`config.mk`:
```
export PLATFORM = sky130hd
export DESIGN_NAME = omr_front
export DESIGN_NICKNAME = d
export VERILOG_FILES = /design/src/orientation_matrix_axis_rotator_macros.svh /design/src/omr_pkg.sv /design/src/omr_front.sv
export SDC_FILE = /design/constraint.sdc
export NUM_CORES = 1
export LEC_CHECK = 0
export ABC_AREA = 1
export BUFFER_PORTS_ARGS = -buffer_cell sky130_fd_sc_hd__buf_2
export CORE_ASPECT_RATIO = 1.5
export CORE_MARGIN = 5
export CORE_UTILIZATION = 60
export DETAILED_ROUTE_END_ITERATION = 6
export PLACE_DENSITY = 0.85
export SETUP_SLACK_MARGIN = 0.05
export SYNTH_ARGS = -nofsm -noshare
export SYNTH_HDL_FRONTEND = slang
export SYNTH_SLANG_ARGS = --single-unit
```
`constraint.sdc`:
```
create_clock -name clk -period 6.1 [get_ports clk]
set_clock_uncertainty 0.15 [all_clocks]
set_input_delay 0.305 -clock clk [delete_from_list [all_inputs] [get_ports clk]]
set_output_delay 0.305 -clock clk [all_outputs]
set_load 0.05 [all_outputs]
```
`src/orientation_matrix_axis_rotator_macros.svh`:
```
// Assertion macros for the orientation matrix axis rotator
`ifndef ORIENTATION_MATRIX_AXIS_ROTATOR_MACROS_SVH
`define ORIENTATION_MATRIX_AXIS_ROTATOR_MACROS_SVH
`ifndef SYNTHESIS
`define OMR_ASSERT_IMPL(label, clk, rst_n, ante, cons) \
  label: assert property (@(posedge clk) disable iff (!rst_n) (ante) |-> (cons)) \
    else $error("assertion failed");
`define OMR_ASSERT_NEXT(label, clk, rst_n, ante, cons) \
  label: assert property (@(posedge clk) disable iff (!rst_n) (ante) |=> (cons)) \
    else $error("assertion failed");
`else
`define OMR_ASSERT_IMPL(label, clk, rst_n, ante, cons)
`define OMR_ASSERT_NEXT(label, clk, rst_n, ante, cons)
`endif
`endif

```
`src/omr_pkg.sv`:
```
// ----------------------------------------------------------------------------
// omr_pkg
// Shared types, constants and the arctangent table for the axis rotator.
// ----------------------------------------------------------------------------
package omr_pkg;
  localparam int ElemWidthDefault = 18;
  localparam int FracBits = 16;
  localparam int CordicSteps = 16;
  localparam int StepW = 4;
  localparam int TrigW = 20;
  localparam logic signed [TrigW-1:0] CordicGain = 20'sd39797;
  localparam logic signed [TrigW-1:0] OneQ16 = 20'sd65536;

  typedef enum logic [1:0] {
    MODE_PITCH = 2'd0,
    MODE_YAW   = 2'd1,
    MODE_ROLL  = 2'd2,
    MODE_IDENT = 2'd3
  } mode_t;

  // Command handed from the front end to the back end
  typedef struct packed {
    mode_t                    mode;
    logic signed [TrigW-1:0]  sin_v;
    logic signed [TrigW-1:0]  cos_v;
  } cmd_t;

  function automatic logic signed [TrigW-1:0] atan_lut(input logic [StepW-1:0] i);
    logic signed [TrigW-1:0] v;
    case (i)
      4'd0:  v = 20'sd8192;
      4'd1:  v = 20'sd4836;
      4'd2:  v = 20'sd2555;
      4'd3:  v = 20'sd1297;
      4'd4:  v = 20'sd651;
      4'd5:  v = 20'sd326;
      4'd6:  v = 20'sd163;
      4'd7:  v = 20'sd81;
      4'd8:  v = 20'sd41;
      4'd9:  v = 20'sd20;
      4'd10: v = 20'sd10;
      4'd11: v = 20'sd5;
      4'd12: v = 20'sd3;
      4'd13: v = 20'sd1;
      4'd14: v = 20'sd1;
      default: v = 20'sd0;
    endcase
    return v;
  endfunction
endpackage

```
`src/omr_front.sv`:
```
// ----------------------------------------------------------------------------
// omr_front
// Accepts commands and runs an iterative CORDIC, one step per cycle; identity commands skip it.
// ----------------------------------------------------------------------------
module omr_front import omr_pkg::*; (
  input  logic               clk,
  input  logic               rst_n,
  input  logic               in_valid,
  output logic               in_stall,
  input  logic [1:0]         in_mode,
  input  logic signed [15:0] in_rotation_angle,
  output logic               cmd_valid,
  output cmd_t               cmd_data,
  input  logic               cmd_stall
);
  typedef enum logic [2:0] {
    F_IDLE = 3'b001,
    F_RUN  = 3'b010,
    F_DONE = 3'b100
  } fstate_t;

  fstate_t state_r, state_nxt;
  logic [StepW-1:0] step_r, step_nxt;
  logic signed [TrigW-1:0] x_r, x_nxt, y_r, y_nxt, z_r, z_nxt;
  logic flip_r, flip_nxt;
  mode_t mode_r, mode_nxt;
  logic signed [15:0] ang;
  logic signed [16:0] red;
  logic flip_in;
  logic signed [TrigW-1:0] dx, dy, xf, yf, cs, sn;

  always_comb begin
    // pitch and roll use the negated angle; -32768 wraps to itself
    ang = (in_mode == MODE_YAW) ? in_rotation_angle : 16'(-in_rotation_angle);
    flip_in = 1'b0;
    red = 17'(ang);
    if (ang > 16'sd16384) begin
      red = 17'(ang) - 17'sd32768;
      flip_in = 1'b1;
    end else if (ang < -16'sd16384) begin
      red = 17'(ang) + 17'sd32768;
      flip_in = 1'b1;
    end
  end

  assign dx = y_r >>> step_r;
  assign dy = x_r >>> step_r;
  assign xf = flip_r ? -x_r : x_r;
  assign yf = flip_r ? -y_r : y_r;
  assign cs = (xf > OneQ16) ? OneQ16 : ((xf < -OneQ16) ? -OneQ16 : xf);
  assign sn = (yf > OneQ16) ? OneQ16 : ((yf < -OneQ16) ? -OneQ16 : yf);

  always_comb begin
    state_nxt = state_r;
    step_nxt = step_r;
    x_nxt = x_r;
    y_nxt = y_r;
    z_nxt = z_r;
    flip_nxt = flip_r;
    mode_nxt = mode_r;
    case (state_r)
      F_IDLE: begin
        if (in_valid) begin
          mode_nxt = mode_t'(in_mode);
          x_nxt = CordicGain;
          y_nxt = '0;
          z_nxt = TrigW'(red);
          flip_nxt = flip_in;
          step_nxt = '0;
          state_nxt = (in_mode == MODE_IDENT) ? F_DONE : F_RUN;
        end
      end
      F_RUN: begin
        if (z_r >= 0) begin
          x_nxt = x_r - dx;
          y_nxt = y_r + dy;
          z_nxt = z_r - atan_lut(step_r);
        end else begin
          x_nxt = x_r + dx;
          y_nxt = y_r - dy;
          z_nxt = z_r + atan_lut(step_r);
        end
        step_nxt = step_r + 1'b1;
        if (step_r == StepW'(CordicSteps - 1)) state_nxt = F_DONE;
      end
      F_DONE: begin
        if (!cmd_stall) state_nxt = F_IDLE;
      end
      default: state_nxt = F_IDLE;
    endcase
  end

  always_ff @(posedge clk) begin
    if (!rst_n) begin
      state_r <= F_IDLE;
    end else begin
      state_r <= state_nxt;
    end
    step_r <= step_nxt;
    x_r <= x_nxt;
    y_r <= y_nxt;
    z_r <= z_nxt;
    flip_r <= flip_nxt;
    mode_r <= mode_nxt;
  end

  assign in_stall = (state_r != F_IDLE);
  assign cmd_valid = (state_r == F_DONE);
  assign cmd_data = '{mode: mode_r, sin_v: sn, cos_v: cs};
endmodule

```
==> impl_results.md <==
- Root buf cell: clkbuf_16
- GRT Overall Usage: 0.308
- Syn_area_per_cell: 6.24 µm²
- Reg2reg end: x_r[12]
- Post-DP Area: 0.0115 mm²
- Asr flop ratio synth: 0
- Routed wire length per instance: 16.1 µm
- Final ANT Viol Nets: 0
- Yosys top cell area share: 0.181
- Fmax: 214 MHz
- Clock transition at path regs: 70 ps
- Most Frequent Cell on Critical Path: nand2_1
- Worst-skew pair later-pin latency: 360 ps
- Post-Syn Area: 0.0111 mm²
- Min-delay src: in_mode[1]
- Initial DRC count: 1,077
- Fillers: 1,778
- Die width: 121 µm
- Unrepaired setup endpoints after global routing: no
- Final-report hold violation count: 0
- Inserted Diodes: 0
- Seq cells post-synth: 84
- Cts bufs inserted: 9
- Ys Warns: 0
- Hpwl dp: 25,300 µm
- Row cnt: 61
- Final instance area: 0.0118 mm²
- Worst hold endpoint: mode_r[1]
- Pins Over Slew Limit: 0
- Synthesized instance count: 1,777
- CP cell instances: inv_1 > buf_4 > nand3_1 > nand2_1 > nand2_1 > nand2_1 > nand2_1 > nand2_1 > nand2_1 > nor2_2 > nand2_1 > o21ai_0 > xnor2_1 > ha_1 > nand2_1 > nor2_1 > o21ai_0 > o211ai_1 > a31oi_1 > o21ai_0 > inv_1 > a21oi_1 > o21ai_0
- Synth area leaders: edfxtp_1 18%, nand2_1 16%, nand3_1 11%
- Synthesized Nets: 1,876
- CP Buf/Inv Count: 3
- Initial antenna violation count: 0
- Htree depth: 3
- Initial core utilization: 0.603
- NumNets Final: 1,905
- Worst Path Required: 6040 ps
- Status: finished clean
- Share of cells above drive strength 1: 0.0806
- First drt pass iteration count: 6
- Worst Setup End Kind: register
- Most frequent cells after synthesis: 470 x nand2_1, 236 x nand3_1, 184 x inv_1, 179 x nor2_1, 104 x o21ai_0
- Seq/Total Area, Yosys: 0.212
- Largest net degree at the start of global routing: 48
- RR Startpoint: step_r[1]
- First-pass GRT wire length: 53,500 µm
- Port bufs: 65
- DRT Wirelength: 33,200 µm
- CP Class: reg -> reg
- Critical-path top delay cell: inv_1
- Die area: 0.0214 mm²
- Most common cell in the netlist: nand2_1
- Top FF cell, synth: edfxtp_1
- Routability Congestion: 1.02
- Crit path max-delay family: simple AND/OR/NAND/NOR gates
- Hold-critical path depth: 1
- Die Ht: 176 µm
- CTS tree: yes
- Hold Crit Class: in -> reg
- Post-CTS Setup Inserts: 0
- Post-route clock period utilization: 0.765
- Worst EP arrival: 4600 ps
- Clock sinks: 84
- Crit path launch: step_r[1]
- Grt total ovfl: 0
- Final setup vio count: 0
- Crit path max fanout: 20
- Vias in the first global route: 11.5k
- Worst-margin pin slew: 938 ps
- Area growth, synth to finish: 6.56%
- Core Footprint: 0.0184 mm²
- Slew headroom: 0.374
- Post-CTS Resized: 0
- CTS hold repair buffers: 1
- Detail-routed via count per cell: 5.86
- # IOs: 66
- Fin crit period: 4670 ps
- Hold Slack: 16.4 ps
- Max cap viols: 0
- Biggest cell delay along the critical path: 500 ps
- Crit start category: register
- Flop-to-flop setup slack: 1430 ps
- Clock Path Buffers: 2
- Vias post-DR: 12.1k
- Residual DRC: 0
- EDFF count, synth: 67
- Reg2reg path depth: 23
- Synth area leader: edfxtp_1
- Setup TNS: 0 ps
- Netlist cell types: 52
-- cell families (layout without fill, tap and decap cells) --
| logic type | after synthesis | in the layout | synth area share |
|---|---|---|---|
| and+or+nand+nor | 988 | 988 | 0.386 |
| AOI/OAI and AO/OA | 277 | 277 | 0.140 |
| buffers and inverters | 247 | 281 | 0.0897 |
| xor gates and xnor gates | 101 | 101 | 0.0805 |
| DFF | 84 | 84 | 0.212 |
| adders and majority gates | 77 | 77 | 0.0889 |
| muxes | 3 | 3 | 0.00282 |
-- cell usage in the layout, fill, tap and decap left out, types with 31 or more instances in the layout --
cell,n
ha_1,74
edfxtp_1,67
nand3_1,236
a21oi_1,103
xor2_1,69
xnor2_1,31
inv_1,183
nor2_1,179
nand2_1,470
o21ai_0,104
buf_2,65
-- worst max-delay path by stage --
| stage | endpoint | slack, ps | cells past startpoint |
|---|---|---|---|
| 6_report | x_r[12] | 1430 | 23 |
| 4_1_cts | x_r[12] | 1580 | 23 |
| 2_1_floorplan | register | 1990 | 11 |
| 3_5_place_dp | x_r[15] | 1610 | 21 |
| 3_3_place_gp | x_r[15] | 1700 | 22 |
| 5_1_grt | y_r[17] | 1130 | 25 |
-- stage by stage --
stage | std cells | util | worst slack, ps
6_report | 2063 | 0.642 | 1430
5_1_grt | 2063 | 0.642 | 1130
4_1_cts | 2063 | 0.642 | 1580
3_5_place_dp | 2046 | 0.627 | 1610
3_3_place_gp | 2046 | 0.627 | 1700
2_1_floorplan | 1777 | - | 1990
-- area by class of cell --
type / count / area [µm²] / share of cell area
clock buffer: 10 / 229 / 0.0194
clock inverter: 6 / 47.5 / 0.00402
inverter: 188 / 706 / 0.0597
multi-input combinational: 1446 / 7740 / 0.656
sequential: 84 / 2350 / 0.199
tap: 252 / 315 / 0.0267
timing repair buffer: 77 / 418 / 0.0354
-- per-layer routing --
layer / routed length [µm] / track usage / vias up / part of all wire
met4: 1910 / 0.180 / 0 / 0.057
met5: 0 / 0 / - / 0
met2: 16600 / 0.559 / 474 / 0.50
li1: - / - / 5988 / -
met1: 12600 / 0.341 / 5494 / 0.38
met3: 2070 / 0.0340 / 130 / 0.062
Power is left out: the tool's default activity adds up to more than one toggle a clock period on the data nets, which glitch-free logic cannot reach.
