## config.mk

```make
export PLATFORM = sky130hd
export DESIGN_NAME = omr_back
export DESIGN_NICKNAME = d
export VERILOG_FILES = /design/src/omr_pkg.sv /design/src/omr_back.sv
export VERILOG_INCLUDE_DIRS = /design/src /design/src/src
export SDC_FILE = /design/constraint.sdc
export NUM_CORES = 2
export LEC_CHECK = 0
export BUFFER_PORTS_ARGS = -buffer_cell sky130_fd_sc_hd__buf_4
export CAP_MARGIN = 0
export CORE_ASPECT_RATIO = 1.25
export CORE_MARGIN = 2
export CORE_UTILIZATION = 65
export CTS_CLUSTER_DIAMETER = 200
export DETAILED_ROUTE_END_ITERATION = 10
export PLACE_DENSITY_LB_ADDON = 0.1
export SLEW_MARGIN = 10
export SYNTH_ARGS = -nofsm -noshare
export SYNTH_HDL_FRONTEND = slang
export SYNTH_SLANG_ARGS = --single-unit
```

## constraint.sdc

```tcl
create_clock -name clk -period 33.2 [get_ports clk]
set_input_delay 9.96 -clock clk [delete_from_list [all_inputs] [get_ports clk]]
set_output_delay 9.96 -clock clk [all_outputs]
set_load 0.01 [all_outputs]
```

## src/orientation_matrix_axis_rotator_macros.svh

```systemverilog
// Assertion macros for the orientation matrix axis rotator
`ifndef ORIENTATION_MATRIX_AXIS_ROTATOR_MACROS_SVH
`define ORIENTATION_MATRIX_AXIS_ROTATOR_MACROS_SVH
`ifndef SYNTHESIS
`define OMR_ASSERT_IMPL(label, clk, rst_n, ante, cons) \
  label: assert property (@(posedge clk) disable iff (!rst_n) (ante) |-> (cons)) \
    else $error("assertion failed");
`define OMR_ASSERT_NEXT(label, clk, rst_n, ante, cons) \
  label: assert property (@(posedge clk) disable iff (!rst_n) (ante) |=> (cons)) \
    else $error("assertion failed");
`else
`define OMR_ASSERT_IMPL(label, clk, rst_n, ante, cons)
`define OMR_ASSERT_NEXT(label, clk, rst_n, ante, cons)
`endif
`endif

```

## src/omr_pkg.sv

```systemverilog
// ----------------------------------------------------------------------------
// omr_pkg
// Shared types, constants and the arctangent table for the axis rotator.
// ----------------------------------------------------------------------------
package omr_pkg;
  localparam int ElemWidthDefault = 18;
  localparam int FracBits = 16;
  localparam int CordicSteps = 16;
  localparam int StepW = 4;
  localparam int TrigW = 20;
  localparam logic signed [TrigW-1:0] CordicGain = 20'sd39797;
  localparam logic signed [TrigW-1:0] OneQ16 = 20'sd65536;

  typedef enum logic [1:0] {
    MODE_PITCH = 2'd0,
    MODE_YAW   = 2'd1,
    MODE_ROLL  = 2'd2,
    MODE_IDENT = 2'd3
  } mode_t;

  // Command handed from the front end to the back end
  typedef struct packed {
    mode_t                    mode;
    logic signed [TrigW-1:0]  sin_v;
    logic signed [TrigW-1:0]  cos_v;
  } cmd_t;

  function automatic logic signed [TrigW-1:0] atan_lut(input logic [StepW-1:0] i);
    logic signed [TrigW-1:0] v;
    case (i)
      4'd0:  v = 20'sd8192;
      4'd1:  v = 20'sd4836;
      4'd2:  v = 20'sd2555;
      4'd3:  v = 20'sd1297;
      4'd4:  v = 20'sd651;
      4'd5:  v = 20'sd326;
      4'd6:  v = 20'sd163;
      4'd7:  v = 20'sd81;
      4'd8:  v = 20'sd41;
      4'd9:  v = 20'sd20;
      4'd10: v = 20'sd10;
      4'd11: v = 20'sd5;
      4'd12: v = 20'sd3;
      4'd13: v = 20'sd1;
      4'd14: v = 20'sd1;
      default: v = 20'sd0;
    endcase
    return v;
  endfunction
endpackage

```

## src/omr_back.sv

```systemverilog
// ----------------------------------------------------------------------------
// omr_back
// Holds the matrix and rotates one row per cycle with two multiply pairs, or resets it to identity.
// ----------------------------------------------------------------------------
`include "orientation_matrix_axis_rotator_macros.svh"
module omr_back import omr_pkg::*; #(
  parameter int ElemWidth = ElemWidthDefault
) (
  input  logic                        clk,
  input  logic                        rst_n,
  input  logic                        cmd_valid,
  input  cmd_t                        cmd_data,
  output logic                        cmd_stall,
  output logic                        out_valid,
  output logic [9*ElemWidth-1:0]      out_mat,
  input  logic                        out_stall
);
  localparam int PW = ElemWidth + TrigW;
  localparam int AW = PW + 1;
  localparam logic signed [ElemWidth-1:0] EMax = {1'b0, {(ElemWidth-1){1'b1}}};
  localparam logic signed [ElemWidth-1:0] EMin = {1'b1, {(ElemWidth-1){1'b0}}};
  localparam logic signed [ElemWidth-1:0] EOne =
    (ElemWidth > FracBits + 1) ? ElemWidth'(65536) : EMax;

  typedef enum logic [2:0] {
    B_IDLE = 3'b001,
    B_ROW  = 3'b010,
    B_OUT  = 3'b100
  } bstate_t;

  bstate_t state_r, state_nxt;
  logic signed [ElemWidth-1:0] m_r [9];
  logic [1:0] row_r, row_nxt;
  logic [1:0] ca_r, cb_r;
  logic [3:0] idx_a, idx_b;
  logic signed [TrigW-1:0] s_r, c_r;
  logic signed [ElemWidth-1:0] pa, pb, na, nb;
  logic signed [AW-1:0] acc_a, acc_b;

  function automatic logic signed [ElemWidth-1:0] rsat(input logic signed [AW-1:0] v);
    logic signed [AW-1:0] t;
    t = (v + AW'(1 <<< (FracBits - 1))) >>> FracBits;
    if (t > AW'(EMax)) return EMax;
    if (t < AW'(EMin)) return EMin;
    return t[ElemWidth-1:0];
  endfunction

  assign idx_a = 4'(row_r) * 4'd3 + 4'(ca_r);
  assign idx_b = 4'(row_r) * 4'd3 + 4'(cb_r);
  assign pa = m_r[idx_a];
  assign pb = m_r[idx_b];
  assign acc_a = AW'(PW'(c_r) * PW'(pa)) - AW'(PW'(s_r) * PW'(pb));
  assign acc_b = AW'(PW'(c_r) * PW'(pb)) + AW'(PW'(s_r) * PW'(pa));
  assign na = rsat(acc_a);
  assign nb = rsat(acc_b);

  always_comb begin
    state_nxt = state_r;
    row_nxt = row_r;
    case (state_r)
      B_IDLE: if (cmd_valid) begin
        row_nxt = '0;
        state_nxt = (cmd_data.mode == MODE_IDENT) ? B_OUT : B_ROW;
      end
      B_ROW: begin
        row_nxt = row_r + 1'b1;
        if (row_r == 2'd2) state_nxt = B_OUT;
      end
      B_OUT: if (!out_stall) state_nxt = B_IDLE;
      default: state_nxt = B_IDLE;
    endcase
  end

  always_ff @(posedge clk) begin
    if (!rst_n) begin
      state_r <= B_IDLE;
      for (int k = 0; k < 9; k++) m_r[k] <= (k % 4 == 0) ? EOne : '0;
    end else begin
      state_r <= state_nxt;
      if (state_r == B_IDLE && cmd_valid) begin
        if (cmd_data.mode == MODE_IDENT) begin
          for (int k = 0; k < 9; k++) m_r[k] <= (k % 4 == 0) ? EOne : '0;
        end
      end else if (state_r == B_ROW) begin
        m_r[idx_a] <= na;
        m_r[idx_b] <= nb;
      end
    end
    row_r <= row_nxt;
    if (state_r == B_IDLE && cmd_valid) begin
      s_r <= cmd_data.sin_v;
      c_r <= cmd_data.cos_v;
      case (cmd_data.mode)
        MODE_PITCH: begin ca_r <= 2'd1; cb_r <= 2'd2; end
        MODE_YAW:   begin ca_r <= 2'd2; cb_r <= 2'd0; end
        default:    begin ca_r <= 2'd1; cb_r <= 2'd0; end
      endcase
    end
  end

  assign cmd_stall = (state_r != B_IDLE);
  assign out_valid = (state_r == B_OUT);
  always_comb begin
    for (int k = 0; k < 9; k++) out_mat[k*ElemWidth +: ElemWidth] = m_r[k];
  end

  `OMR_ASSERT_NEXT(a_row_to_out, clk, rst_n, state_r == B_ROW && row_r == 2'd2, out_valid)
  `OMR_ASSERT_IMPL(a_distinct_cols, clk, rst_n, state_r == B_ROW, ca_r != cb_r)
  `OMR_ASSERT_NEXT(a_hold_out, clk, rst_n, out_valid && out_stall, out_valid && $stable(out_mat))
endmodule

```

==> impl_metrics.json <==
{
  "outcome": "complete, no violations",
  "cts.hold.buffers_added": 0,
  "period_needed_ps": 14460,
  "cell_chosen_for_the_clock_root": "sky130_fd_sc_hd__clkbuf_16",
  "cts_htree_levels": 2,
  "route.antenna.remaining_nets": 0,
  "clk_pin_slew_worst_paths_ps": 70,
  "cts_max_path_buffers": 3,
  "dr.pass1.iters": 8,
  "place.detailed.hpwl_um": 168000,
  "num-nets-final": 9052,
  "yosysSeqAreaShare": 0.139,
  "syn_area_per_cell_um2": 10.2,
  "vias": 53441,
  "final_min_period_over_clock_period": 0.436,
  "slowest_stage": "sky130_fd_sc_hd__fa_4",
  "yosysMostFrequentCell": "sky130_fd_sc_hd__inv_1",
  "total_clock_sinks": 336,
  "die_h_um": 377,
  "placedInstanceArea_um2": 75200,
  "horizontal_die_dimension_um": 303,
  "yosysTopAreaCell": "sky130_fd_sc_hd__fa_1",
  "post_synth_main_area_contributors": "sky130_fd_sc_hd__fa_1 44%, sky130_fd_sc_hd__edfxtp_1 14%, sky130_fd_sc_hd__inv_1 9.0%",
  "net_count_synth": 9097,
  "yosys_warnings": 0,
  "max_cap_viol_count": 0,
  "final_setup_fails": 0,
  "drt-total-wl_um": 220000,
  "drc_errors": 0,
  "grt_pass1_vias": 58163,
  "route.detailed.vias_per_inst": 6.25,
  "netlist.area_leader.share": 0.444,
  "synthCells": 7113,
  "synth_edf_count": 333,
  "grt_antenna_before_repair": 3,
  "finalHoldViolCount": 0,
  "layout-area-overhead-vs-synth_pct": 5.74,
  "max_slew.worst_pin.slew_ps": 1240,
  "end_kind": "flop",
  "clock_tree_from_tritoncts": "yes",
  "cts_repair_resize_count": 0,
  "async_reset_ff_frac": 0,
  "post-route-cell-area_um2": 76600,
  "io_pins": 210,
  "place.port_buffers": 209,
  "timing_worst_setup_path_type": "reg -> reg",
  "dieArea_um2": 114000,
  "worst_skew_pair.late_latency_ps": 680,
  "crit_arrival_ps": 14780,
  "post_synthesis_cell_type_count": 86,
  "global_route.usage.total": 0.406,
  "grt_pass1_wl_um": 344000,
  "row_count": 136,
  "maximum_clock_rate_ghz": 0.0691,
  "clock-skew-final_ps": 59.9,
  "startpoint_type": "flop",
  "hold_path.startpoint": "state_r[2]",
  "top_flip_flop_cell_by_instance_count_after_synthesis": "sky130_fd_sc_hd__edfxtp_1",
  "initial_core_util": 0.657,
  "cts_buffers": 40,
  "synth.cell_area_um2": 72400,
  "post_route_cells_drive_above_1_share": 0.0965,
  "startpoint": "row_r[0]",
  "rr_startpoint": "row_r[0]",
  "layout.cells.non_filler": 8553,
  "largest_net_degree_at_the_start_of_global_routing": 57,
  "globalRouteOverflowTotal": 0,
  "largest_driver_fanout_on_the_critical_path": 44,
  "yosys_register_bits": 336,
  "hold_class": "reg -> reg",
  "hold_slack_ps": 610,
  "max_stage_delay_ps": 1300,
  "gp_congestion": 0.997,
  "fp.coreArea_um2": 110000,
  "worst_ep_required_time_ps": 33520,
  "filler_cell_count": 8483,
  "drtIter0Drc": 4826,
  "setup_tns_after_final_layout_ps": 0,
  "cts_setup_buffers": 0,
  "synth_top_cells_by_count": "1,729 x sky130_fd_sc_hd__inv_1, 1,606 x sky130_fd_sc_hd__fa_1, 861 x sky130_fd_sc_hd__nand2_1",
  "avgRoutedWirePerCell_um": 25.7,
  "rsz0062_at_grt": "false",
  "crit_path_frequent_cell": "sky130_fd_sc_hd__fa_1",
  "post-place-cells": 8474,
  "worst_slew_margin_rel": 0.172,
  "slew_viol_final": 0
}
[state kept, by name, indices dropped and copies added (netlist names)]
name	count
m_r	288
state_r	3
s_r	20
row_r	2
cb_r	1
c_r	20
ca_r	2
[worst paths after layout]
kind | depth (start not counted) | slack (ps) | to
max reg2reg | 32 | 18740 | m_r[15][10]
max | 32 | 18740 | m_r[15][10]
min | 3 | 610 | state_r[2]
min reg2reg | 3 | 610 | state_r[2]
[cells by family after synthesis]
| family | after synthesis | synth area share |
|---|---|---|
| buffers and inverters | 2146 | 0.112 |
| adder cells (fa/ha/maj) | 1938 | 0.501 |
| AND/OR/NAND/NOR | 1824 | 0.126 |
| AO/OA/AOI/OAI | 599 | 0.0555 |
| flip-flops | 336 | 0.139 |
| multiplexers | 185 | 0.0558 |
| XOR/XNOR | 85 | 0.0104 |
[through the flow]
step | util | setup WS (ps)
2_1_floorplan | - | 20620
3_3_place_gp | 0.682 | 19200
3_5_place_dp | 0.682 | 19040
4_1_cts | 0.695 | 19010
5_1_grt | 0.695 | 18270
6_report | 0.695 | 18740
[placed cells by master (no fill, tap or decap), drive strengths merged, types with 22 or more instances in the layout]
cell type and instances:
inv 1734, fa 1606, nand2 861, and2 582, edfxtp 333, ha 332, buf 329, mux4 175
nor2 146, o22ai 142, a22oi 121, a21oi 90, o21ai 83, xnor2 67, a21o 49, nand3 49
and3 45, clkbuf 43, or2 34, nand4 27, nor3 22
[worst max-delay path, delay by kind of cell (launching register included)]
family,cells,cell delay (ps)
adders and majority gates,11,5990
DFF,1,350
and+or+nand+nor,7,3190
buffers and inverters,8,1800
AOI/OAI and AO/OA,4,1010
muxes,2,1570
[routing by layer]
metal / global-route usage / share of wire / up-vias
li1: - / - / 21628
met1: 0.495 / 0.33 / 27530
met2: 0.669 / 0.49 / 3353
met3: 0.0855 / 0.10 / 928
met4: 0.243 / 0.075 / 2
met5: 0 / 0.000077 / -
[final cells by class]
| type | instances | area (um2) | area share |
|---|---|---|---|
| flip-flops and latches | 336 | 10100 | 0.131 |
| diodes | 4 | 10.0 | 0.000131 |
| clock buffers | 42 | 1010 | 0.0132 |
| multi-input cells | 4631 | 54300 | 0.709 |
| clock inverters | 32 | 404 | 0.00528 |
| repair buffers | 330 | 2480 | 0.0323 |
| well taps | 1449 | 1810 | 0.0237 |
| inverters | 1729 | 6490 | 0.0847 |
Power is left out: the tool's default activity adds up to more than one toggle a clock period on the data nets, which glitch-free logic cannot reach.
